[src/rtl/core/keyframe_pose_interpolator_unit_macros.svh]
// ----------------------------------------------------------------------------
// Assertion macros for the keyframe pose interpolator
// Shared implication forms, clocked on clk with synchronous reset rst_n.
// ----------------------------------------------------------------------------
`ifndef KEYFRAME_POSE_INTERPOLATOR_UNIT_MACROS_SVH
`define KEYFRAME_POSE_INTERPOLATOR_UNIT_MACROS_SVH

// same-cycle implication
`define KPI_ASSERT_NOW(lbl, ante, cons, msg) \
  lbl: assert property (@(posedge clk) disable iff (!rst_n) (ante) |-> (cons)) \
    else $error(msg);

// next-cycle implication
`define KPI_ASSERT_NEXT(lbl, ante, cons, msg) \
  lbl: assert property (@(posedge clk) disable iff (!rst_n) (ante) |=> (cons)) \
    else $error(msg);

`endif

[src/rtl/core/kpi_pkg.sv]
// ----------------------------------------------------------------------------
// kpi_pkg
// Types, constants and helpers shared by the pose interpolator modules.
// ----------------------------------------------------------------------------
`default_nettype none
package kpi_pkg;
  localparam int NUM_PARTS   = 8;
  localparam int MAX_KEYS    = 16;
  localparam int NUM_MOTIONS = 8;
  localparam int NCOMP       = 6;

  localparam int MOT_W  = 3;
  localparam int KEY_W  = 4;
  localparam int PART_W = 3;
  localparam int COMP_W = 3;
  localparam int VAL_W  = 32;
  localparam int FRM_W  = 10;
  localparam int KCNT_W = 5;

  localparam int KADDR_W   = MOT_W + KEY_W + PART_W + COMP_W;
  localparam int KEY_DEPTH = 1 << KADDR_W;
  localparam int FADDR_W   = MOT_W + KEY_W;
  localparam int FRM_DEPTH = 1 << FADDR_W;

  localparam int PROD_W     = VAL_W + 1 + FRM_W + 1;   // signed diff x unsigned count
  localparam int DIV_RADIX  = 4;                       // quotient bits per cycle
  localparam int DIV_STEPS  = PROD_W / DIV_RADIX;
  localparam int DCNT_W     = 4;

  localparam logic [PART_W-1:0] FIRST_PART = PART_W'(1);
  localparam logic [PART_W-1:0] LAST_PART  = PART_W'(NUM_PARTS - 1);
  localparam logic [COMP_W-1:0] LAST_COMP  = COMP_W'(NCOMP - 1);
  localparam logic [KCNT_W-1:0] KCNT_MAX   = KCNT_W'(MAX_KEYS);

  typedef enum logic [1:0] {
    ACT_KEY    = 2'd0,
    ACT_FRAME  = 2'd1,
    ACT_TICK   = 2'd2,
    ACT_SELECT = 2'd3
  } action_t;

  typedef struct packed {
    logic               key_we;
    logic [KADDR_W-1:0] key_waddr;
    logic               frm_we;
    logic [FADDR_W-1:0] frm_waddr;
    logic               frm_re;
    logic [FADDR_W-1:0] frm_raddr;
    logic               key_re;
    logic [KADDR_W-1:0] key_raddr_a;
    logic [KADDR_W-1:0] key_raddr_b;
    logic               mul;
    logic [FRM_W-1:0]   count;
    logic               div_load;
    logic               div_step;
    logic               acc;
    logic [COMP_W-1:0]  acc_comp;
    logic               emit;
    logic [PART_W-1:0]  emit_part;
    logic               emit_last;
  } cmd_t;

  typedef struct packed {
    logic [FRM_W-1:0] frames;
    logic             out_free;
  } sts_t;

  function automatic logic [KADDR_W-1:0] key_addr(input logic [MOT_W-1:0] m,
                                                  input logic [KEY_W-1:0] k,
                                                  input logic [PART_W-1:0] p,
                                                  input logic [COMP_W-1:0] c);
    return {m, k, p, c};
  endfunction
endpackage
`default_nettype wire

[src/rtl/core/kpi_ctrl.sv]
// ----------------------------------------------------------------------------
// kpi_ctrl
// Sequencer: decodes input words, holds playback progress, steps the datapath.
// ----------------------------------------------------------------------------
`default_nettype none
module kpi_ctrl (
  input  wire logic                      clk,
  input  wire logic                      rst_n,
  input  wire logic                      in_tvalid,
  output logic                           in_tready,
  input  wire kpi_pkg::action_t          action,
  input  wire logic [kpi_pkg::MOT_W-1:0] motion,
  input  wire logic [kpi_pkg::KEY_W-1:0] key_index,
  input  wire logic [kpi_pkg::PART_W-1:0] part_index,
  input  wire logic [kpi_pkg::COMP_W-1:0] component,
  input  wire logic                      loop_enable,
  input  wire logic [kpi_pkg::KCNT_W-1:0] key_count,
  input  wire logic                      cfg_wr_en,
  input  wire logic [7:0]                cfg_wr_data,
  output kpi_pkg::cmd_t                  cmd,
  input  wire kpi_pkg::sts_t             sts
);
  import kpi_pkg::*;

  typedef enum logic [6:0] {
    ST_IDLE = 7'b0000001,
    ST_RD   = 7'b0000010,
    ST_MUL  = 7'b0000100,
    ST_LOAD = 7'b0001000,
    ST_DIV  = 7'b0010000,
    ST_ACC  = 7'b0100000,
    ST_EMIT = 7'b1000000
  } state_t;

  state_t             state_r, state_nxt;
  logic [7:0]         mask_r;
  logic [KEY_W-1:0]   cur_key_r, cur_key_nxt;
  logic [FRM_W-1:0]   fcnt_r, fcnt_nxt;
  logic [MOT_W-1:0]   mot_r, mot_nxt;
  logic [PART_W-1:0]  part_r, part_nxt;
  logic [COMP_W-1:0]  comp_r, comp_nxt;
  logic [DCNT_W-1:0]  dcnt_r, dcnt_nxt;

  logic               accept;
  logic [KCNT_W-1:0]  kc_sat;
  logic               at_end;
  logic [KEY_W-1:0]   key_next;
  logic [FRM_W-1:0]   fcnt_inc;

  assign in_tready = (state_r == ST_IDLE);
  assign accept    = in_tvalid && in_tready;
  assign kc_sat    = (key_count > KCNT_MAX) ? KCNT_MAX : key_count;
  assign at_end    = ({1'b0, cur_key_r} + KCNT_W'(1)) >= kc_sat;
  assign key_next  = cur_key_r + KEY_W'(1);
  assign fcnt_inc  = fcnt_r + FRM_W'(1);

  always_comb begin
    state_nxt   = state_r;
    cur_key_nxt = cur_key_r;
    fcnt_nxt    = fcnt_r;
    mot_nxt     = mot_r;
    part_nxt    = part_r;
    comp_nxt    = comp_r;
    dcnt_nxt    = dcnt_r;

    cmd             = '0;
    cmd.key_waddr   = key_addr(motion, key_index, part_index, component);
    cmd.frm_waddr   = {motion, key_index};
    cmd.frm_raddr   = {motion, at_end ? KEY_W'(0) : cur_key_r};
    cmd.key_raddr_a = key_addr(mot_r, cur_key_r, part_r, comp_r);
    cmd.key_raddr_b = key_addr(mot_r, key_next, part_r, comp_r);
    cmd.count       = fcnt_r;
    cmd.acc_comp    = comp_r;
    cmd.emit_part   = part_r;
    cmd.emit_last   = (part_r == LAST_PART);

    case (state_r)
      ST_IDLE: begin
        if (accept) begin
          case (action)
            ACT_KEY:    cmd.key_we = (component <= LAST_COMP);
            ACT_FRAME:  cmd.frm_we = 1'b1;
            ACT_SELECT: begin
              if (mask_r[motion]) begin
                cur_key_nxt = '0;
                fcnt_nxt    = '0;
              end
            end
            ACT_TICK: begin
              if (!at_end || loop_enable) begin
                cmd.frm_re  = 1'b1;
                if (at_end) cur_key_nxt = '0;
                mot_nxt   = motion;
                part_nxt  = FIRST_PART;
                comp_nxt  = '0;
                state_nxt = ST_RD;
              end
            end
            default: ;
          endcase
        end
      end
      ST_RD: begin
        cmd.key_re = 1'b1;
        state_nxt  = ST_MUL;
      end
      ST_MUL: begin
        cmd.mul   = 1'b1;
        state_nxt = ST_LOAD;
      end
      ST_LOAD: begin
        cmd.div_load = 1'b1;
        dcnt_nxt     = '0;
        state_nxt    = ST_DIV;
      end
      ST_DIV: begin
        cmd.div_step = 1'b1;
        dcnt_nxt     = dcnt_r + DCNT_W'(1);
        if (dcnt_r == DCNT_W'(DIV_STEPS - 1)) state_nxt = ST_ACC;
      end
      ST_ACC: begin
        cmd.acc = 1'b1;
        if (comp_r == LAST_COMP) begin
          state_nxt = ST_EMIT;
        end else begin
          comp_nxt  = comp_r + COMP_W'(1);
          state_nxt = ST_RD;
        end
      end
      ST_EMIT: begin
        if (sts.out_free) begin
          cmd.emit = 1'b1;
          if (part_r == LAST_PART) begin
            // advance playback once per tick
            if (fcnt_inc >= sts.frames) begin
              cur_key_nxt = key_next;
              fcnt_nxt    = '0;
            end else begin
              fcnt_nxt = fcnt_inc;
            end
            state_nxt = ST_IDLE;
          end else begin
            part_nxt  = part_r + PART_W'(1);
            comp_nxt  = '0;
            state_nxt = ST_RD;
          end
        end
      end
      default: state_nxt = ST_IDLE;
    endcase
  end

  always_ff @(posedge clk) begin
    if (!rst_n) begin
      state_r   <= ST_IDLE;
      mask_r    <= '0;
      cur_key_r <= '0;
      fcnt_r    <= '0;
    end else begin
      state_r   <= state_nxt;
      cur_key_r <= cur_key_nxt;
      fcnt_r    <= fcnt_nxt;
      if (cfg_wr_en) mask_r <= cfg_wr_data;
    end
  end

  always_ff @(posedge clk) begin
    mot_r  <= mot_nxt;
    part_r <= part_nxt;
    comp_r <= comp_nxt;
    dcnt_r <= dcnt_nxt;
  end
endmodule
`default_nettype wire

[config.mk]
export PLATFORM = sky130hd
export DESIGN_NAME = kpi_ctrl
export DESIGN_NICKNAME = d
export VERILOG_FILES = /design/src/rtl/core/keyframe_pose_interpolator_unit_macros.svh /design/src/rtl/core/kpi_pkg.sv /design/src/rtl/core/kpi_ctrl.sv
export SDC_FILE = /design/constraint.sdc
export NUM_CORES = 1
export LEC_CHECK = 0
export BUFFER_PORTS_ARGS = -buffer_cell sky130_fd_sc_hd__buf_2
export CORE_UTILIZATION = 35
export DETAILED_ROUTE_END_ITERATION = 8
export PLACE_DENSITY_LB_ADDON = 0.15
export SYNTH_ARGS = -nofsm -noshare
export SYNTH_HDL_FRONTEND = slang
export SYNTH_SLANG_ARGS = --single-unit
[constraint.sdc]
create_clock -name clk -period 3.2 [get_ports clk]
set_input_delay 0.16 -clock clk [delete_from_list [all_inputs] [get_ports clk]]
set_output_delay 0.16 -clock clk [all_outputs]
set_load 0.1 [all_outputs]
## Word-level counts from Yosys, hierarchy flattened

Index checks and enable logic that the tools add are counted.

- Flip-flop bits (word level): 42
- Input port bits: 44

- Add/sub/neg operators: 6
- Order comparisons: 5
- Equality and inequality tests: 27
- Muxes and demuxes: 58
- Reductions and logical operators: 13

Operator list:

| kind | count |
|---|---|
| 10-bit two-way mux | 6 |
| 7-bit case mux with 7 select lines | 1 |
| 7-bit two-way mux | 6 |
| 3-bit two-way mux | 11 |
| 4-bit two-way mux | 7 |
| 4-bit case mux with 2 select lines | 3 |
| 10-bit case mux with 2 select lines | 1 |
| 1-bit two-way mux | 18 |
| 2-bit inequality test (second input constant) | 6 |
| 6-bit AND reduction | 2 |
| 10-bit by 1-bit adder with 10-bit output (second input constant) | 1 |
| 10-bit >= comparator | 1 |
| 2-bit by 1-bit inequality test with 1-bit output (second input constant) | 5 |
| 3-bit case mux with 3 select lines | 1 |
| 4-bit by 1-bit adder with 4-bit output (second input constant) | 2 |
| 8-bit AND reduction | 1 |
| 7-bit by 1-bit == test with 1-bit output (second input constant) | 1 |
| 7-bit by 2-bit == test with 1-bit output (second input constant) | 1 |
| 7-bit by 3-bit == test with 1-bit output (second input constant) | 1 |
| 7-bit by 4-bit == test with 1-bit output (second input constant) | 1 |
| 7-bit by 5-bit == test with 1-bit output (second input constant) | 1 |
| 7-bit by 6-bit == test with 1-bit output (second input constant) | 1 |
| 7-bit == test (second input constant) | 1 |
| 7-bit AND reduction | 1 |
| 24 further kinds | 29 |

## Longest topological paths before layout

- Depth in word-level cells: 9
- Gate-level depth with buffers: 11

## Worst setup path after synthesis

Ideal clock, no wire load.

- Path type: register -> output
- Start: register state_r[1]
- End: output port cmd[78] (netlist bit)
- Data arrival time: 6139 ps
- Required time: 3040 ps
- Slack: -3099 ps
- Cell stages (with the launch flop): 7
- Path buffers: 0
- Path through: dfxtp_1 -> or4_4 -> nor2_4 -> nand2_4 -> clkinv_4 -> nand2_1 -> a2111oi_0

RTL lines:

| what | RTL line | RTL |
|---|---|---|
| start, declared | kpi_ctrl.sv:35 | `state_t state_r, state_nxt;` |
| start signal, assigned | kpi_ctrl.sv:160 | `state_r <= state_nxt;` |
| end, declared | kpi_ctrl.sv:20 | `output kpi_pkg::cmd_t cmd,` |

==> run metrics <==
status=completed; maxcap violations=0; largest net degree at the start of global routing=23; area of the multi-input gates=1650 um^2; top cell type's share of synthesized area=19.4%; Final Wtd Congestion=0.773; hold crit path type=input port to flop; crit path capture=cmd[56]; fin. max-slew vios=0; DRC errors left=0; grt met1 use=22.0%; setup bufs post-CTS=0; Post-Synthesis Cell Area=2990 um^2; DR iter-0 viols=60; initial antenna violation count=0; GR peak layer=met2; reg-to-reg critical path endpoint=cur_key_r[1]; DR vias/cell=4.96; YS warnings=0; most frequent cells in the layout=102 x buf_2, 31 x nand2_1, 29 x nor2_1; die area=8920 um^2; H-tree depth=2; fin crit share=90.2%; Layout Area Growth over Synthesis=18.4%; Max Root-Sink Buffers=2; Rel. slew slack=51.7%; worst reg2reg startpoint=fcnt_r[0]; mux share of post-synthesis cell area=4.52%; main combinational cell family by area after synthesis=simple AND/OR/NAND/NOR gates; share of cells above drive strength 1=37.7%; Diodes inserted=0; xor and xnor area share after synthesis=3.81%; syn_nets=405; I/O Buffers=103; cells after synthesis=338; arrival time worst endpoint=2.73 ns; placed insts=503; Leak Pwr=1.70 nW; post-synthesis cell type count=56; cts hold-fix bufs=0; slew of the pin with the lowest slew margin=0.720 ns; aggregate routed wire length=6.96 mm; global route total overflow=0; vias in the first global route=2460; leading area contributor after synthesis=dfxtp_1; Synth Area in Adders=9.62%; met2 usage in global routing=27.9%; Max VDD drop=0.000243 V; Compound-Gate Fraction of Synth Area=14.0%; register area share after synthesis=32.5%; Pwr Density=450 nW/um^2; Worst Setup End Kind=output pin; Worst-path clk slew=0.09 ns; upper clock frequency limit=346 MHz; synthesis-stage register bit count=42; r2r setup slk=0.34 ns; Hold WS=0.105 ns; CP Max Fanout=6; number of filler cells placed in the layout=848; num ports=124; nets@finish=472; core area=8260 um^2; RSZ-0062 raised after global routing=false; Worst Path Required=3.04 ns; minimum clock period=2.89 ns; WL per Instance=13.6 um; total number of vias=2534; Post-synth EDFFs=13; clock root buffer=clkbuf_8; Fin. Hold Viols=0; CTS tree=built; Initial Utilization=36.2%; kind of critical path=flop to output pin; final HPWL from detailed placement=5.58 mm; Synth Area in Simple Gates=21.3%; Post-DRT Antenna Nets=0; top_reg_cell synth=dfxtp_1; Die Wd=94.4 um; TritonCTS Sinks=42; first-pass GRT wire length=11.6 mm; CTS Buf Count=5; GRT Total Usage=16.7%; crit start category=flop; met3 usage=3.14%; Worst-Skew Late Latency=0.29 ns; row cnt=33; r2r worst-path depth=11; Avg Cell Area, Syn=8.85 um^2; FF+latch area=987 um^2; Setup crit start=cur_key_r[0]; Async S/R FF share, synth=0%; most common cell after layout, fill and taps aside=buf_2; die height=94.4 um; fin cells=511; clk_skew=0.00623 ns; final setup fails=0; synth top area cells=dfxtp_1 19%, edfxtp_1 13%, buf_4 9.8%, ha_1 9.6%, nand2_1 4.0%; 1st-pass router iterations=4
==> cell families after synthesis <==
group | after synthesis
adders and majority gates | 23
DFF | 42
xor gates and xnor gates | 13
muxes | 11
and+or+nand+nor | 122
AOI/OAI and AO/OA | 56
buffers and inverters | 71
==> metrics by stage <==
stage | total power [mW] | util [%] | TNS, ns | cell area, um^2 | setup slack (ns)
floorplan | 1.12 | - | -0.443 | 3060 | -0.387
global placement | 1.11 | 41.2 | 0 | 3400 | 0.423
detailed placement | 1.11 | 41.2 | 0 | 3400 | 0.381
CTS | 1.61 | 42.8 | 0 | 3530 | 0.0877
global route | 1.67 | 42.9 | 0 | 3540 | 0.0505
finish | 1.59 | 42.9 | 0 | 3540 | 0.312
==> registers in the layout, indices dropped and copies added (netlist names) <==
register and flops:
state_r 7, mot_r 3, cur_key_r 4, mask_r 8, dcnt_r 4, part_r 3, comp_r 3, fcnt_r 10
==> how the worst min path moves through the flow <==
stage                         startpoint        end  slack (ns)  depth (start not counted)
final                     cfg_wr_data[2]  mask_r[2]        0.10                          3
after floorplan                motion[0]   mot_r[0]        0.26                          0
after CTS                 cfg_wr_data[2]  mask_r[2]        0.09                          3
after global routing      cfg_wr_data[1]  mask_r[1]        0.10                          3
after global placement      key_index[2]    cmd[59]        0.32                          0
after detailed placement    key_index[2]    cmd[59]        0.32                          0
==> critical path: stages, from the launching register on <==
cell and delay [ns]:
dfxtp_4 0.37, ha_1 0.22, nand2b_1 0.18, nand2_2 0.08
ha_1 0.24, a21oi_1 0.12, o21ai_0 0.12, a31o_2 0.33
a21oi_2 0.26, and3_2 0.21, clkbuf_4 0.32
==> routing by layer <==
| metal | wire, um | vias up |
|---|---|---|
| met1 | 3340 | 1175 |
| li1 | - | 1283 |
| met2 | 3220 | 72 |
| met3 | 360 | 4 |
| met5 | 0 | - |
| met4 | 34 | 0 |
==> timing repair <==
item,CTS,global route
gates resized for setup,0,2
hold endpoints to repair,0,0
endpoints found under the setup margin,0,1
==> area by class of cell <==
class / instances / share of cell area, %
tap: 105 / 3.71
timing repair buffer: 107 / 15.5
clock inverter: 3 / 1.80
inverter: 24 / 2.69
multi-input combinational: 225 / 46.5
sequential: 42 / 27.9
clock buffer: 5 / 1.94
==> synthesized netlist by cell type, drive strengths merged (3+ instances only) <==
cell      n
and3      7
nor3b     3
buf      42
mux2i     9
nand4     3
dfxtp    29
nor2     32
edfxtp   13
o21ai     6
nand3    12
or3       6
xnor2     9
nand2    34
nand2b    6
ha       23
nor2b     3
o211ai    5
o31ai     4
xor2      4
nor4      3
o2bb2ai   3
and2      5
a21oi    17
nor3      3
o22ai     7
clkbuf    5
inv      23
==> report_power, final <==
| group | internal (mW) | switching [mW] | total, mW | leakage [nW] |
|---|---|---|---|---|
| logic | 0.105 | 0.410 | 0.515 | 1.28 |
| registers | 0.567 | 0.0184 | 0.585 | 0.355 |
| clock network | 0.309 | 0.185 | 0.494 | 0.0658 |
No activity file was read; power rests on OpenSTA's default activity.
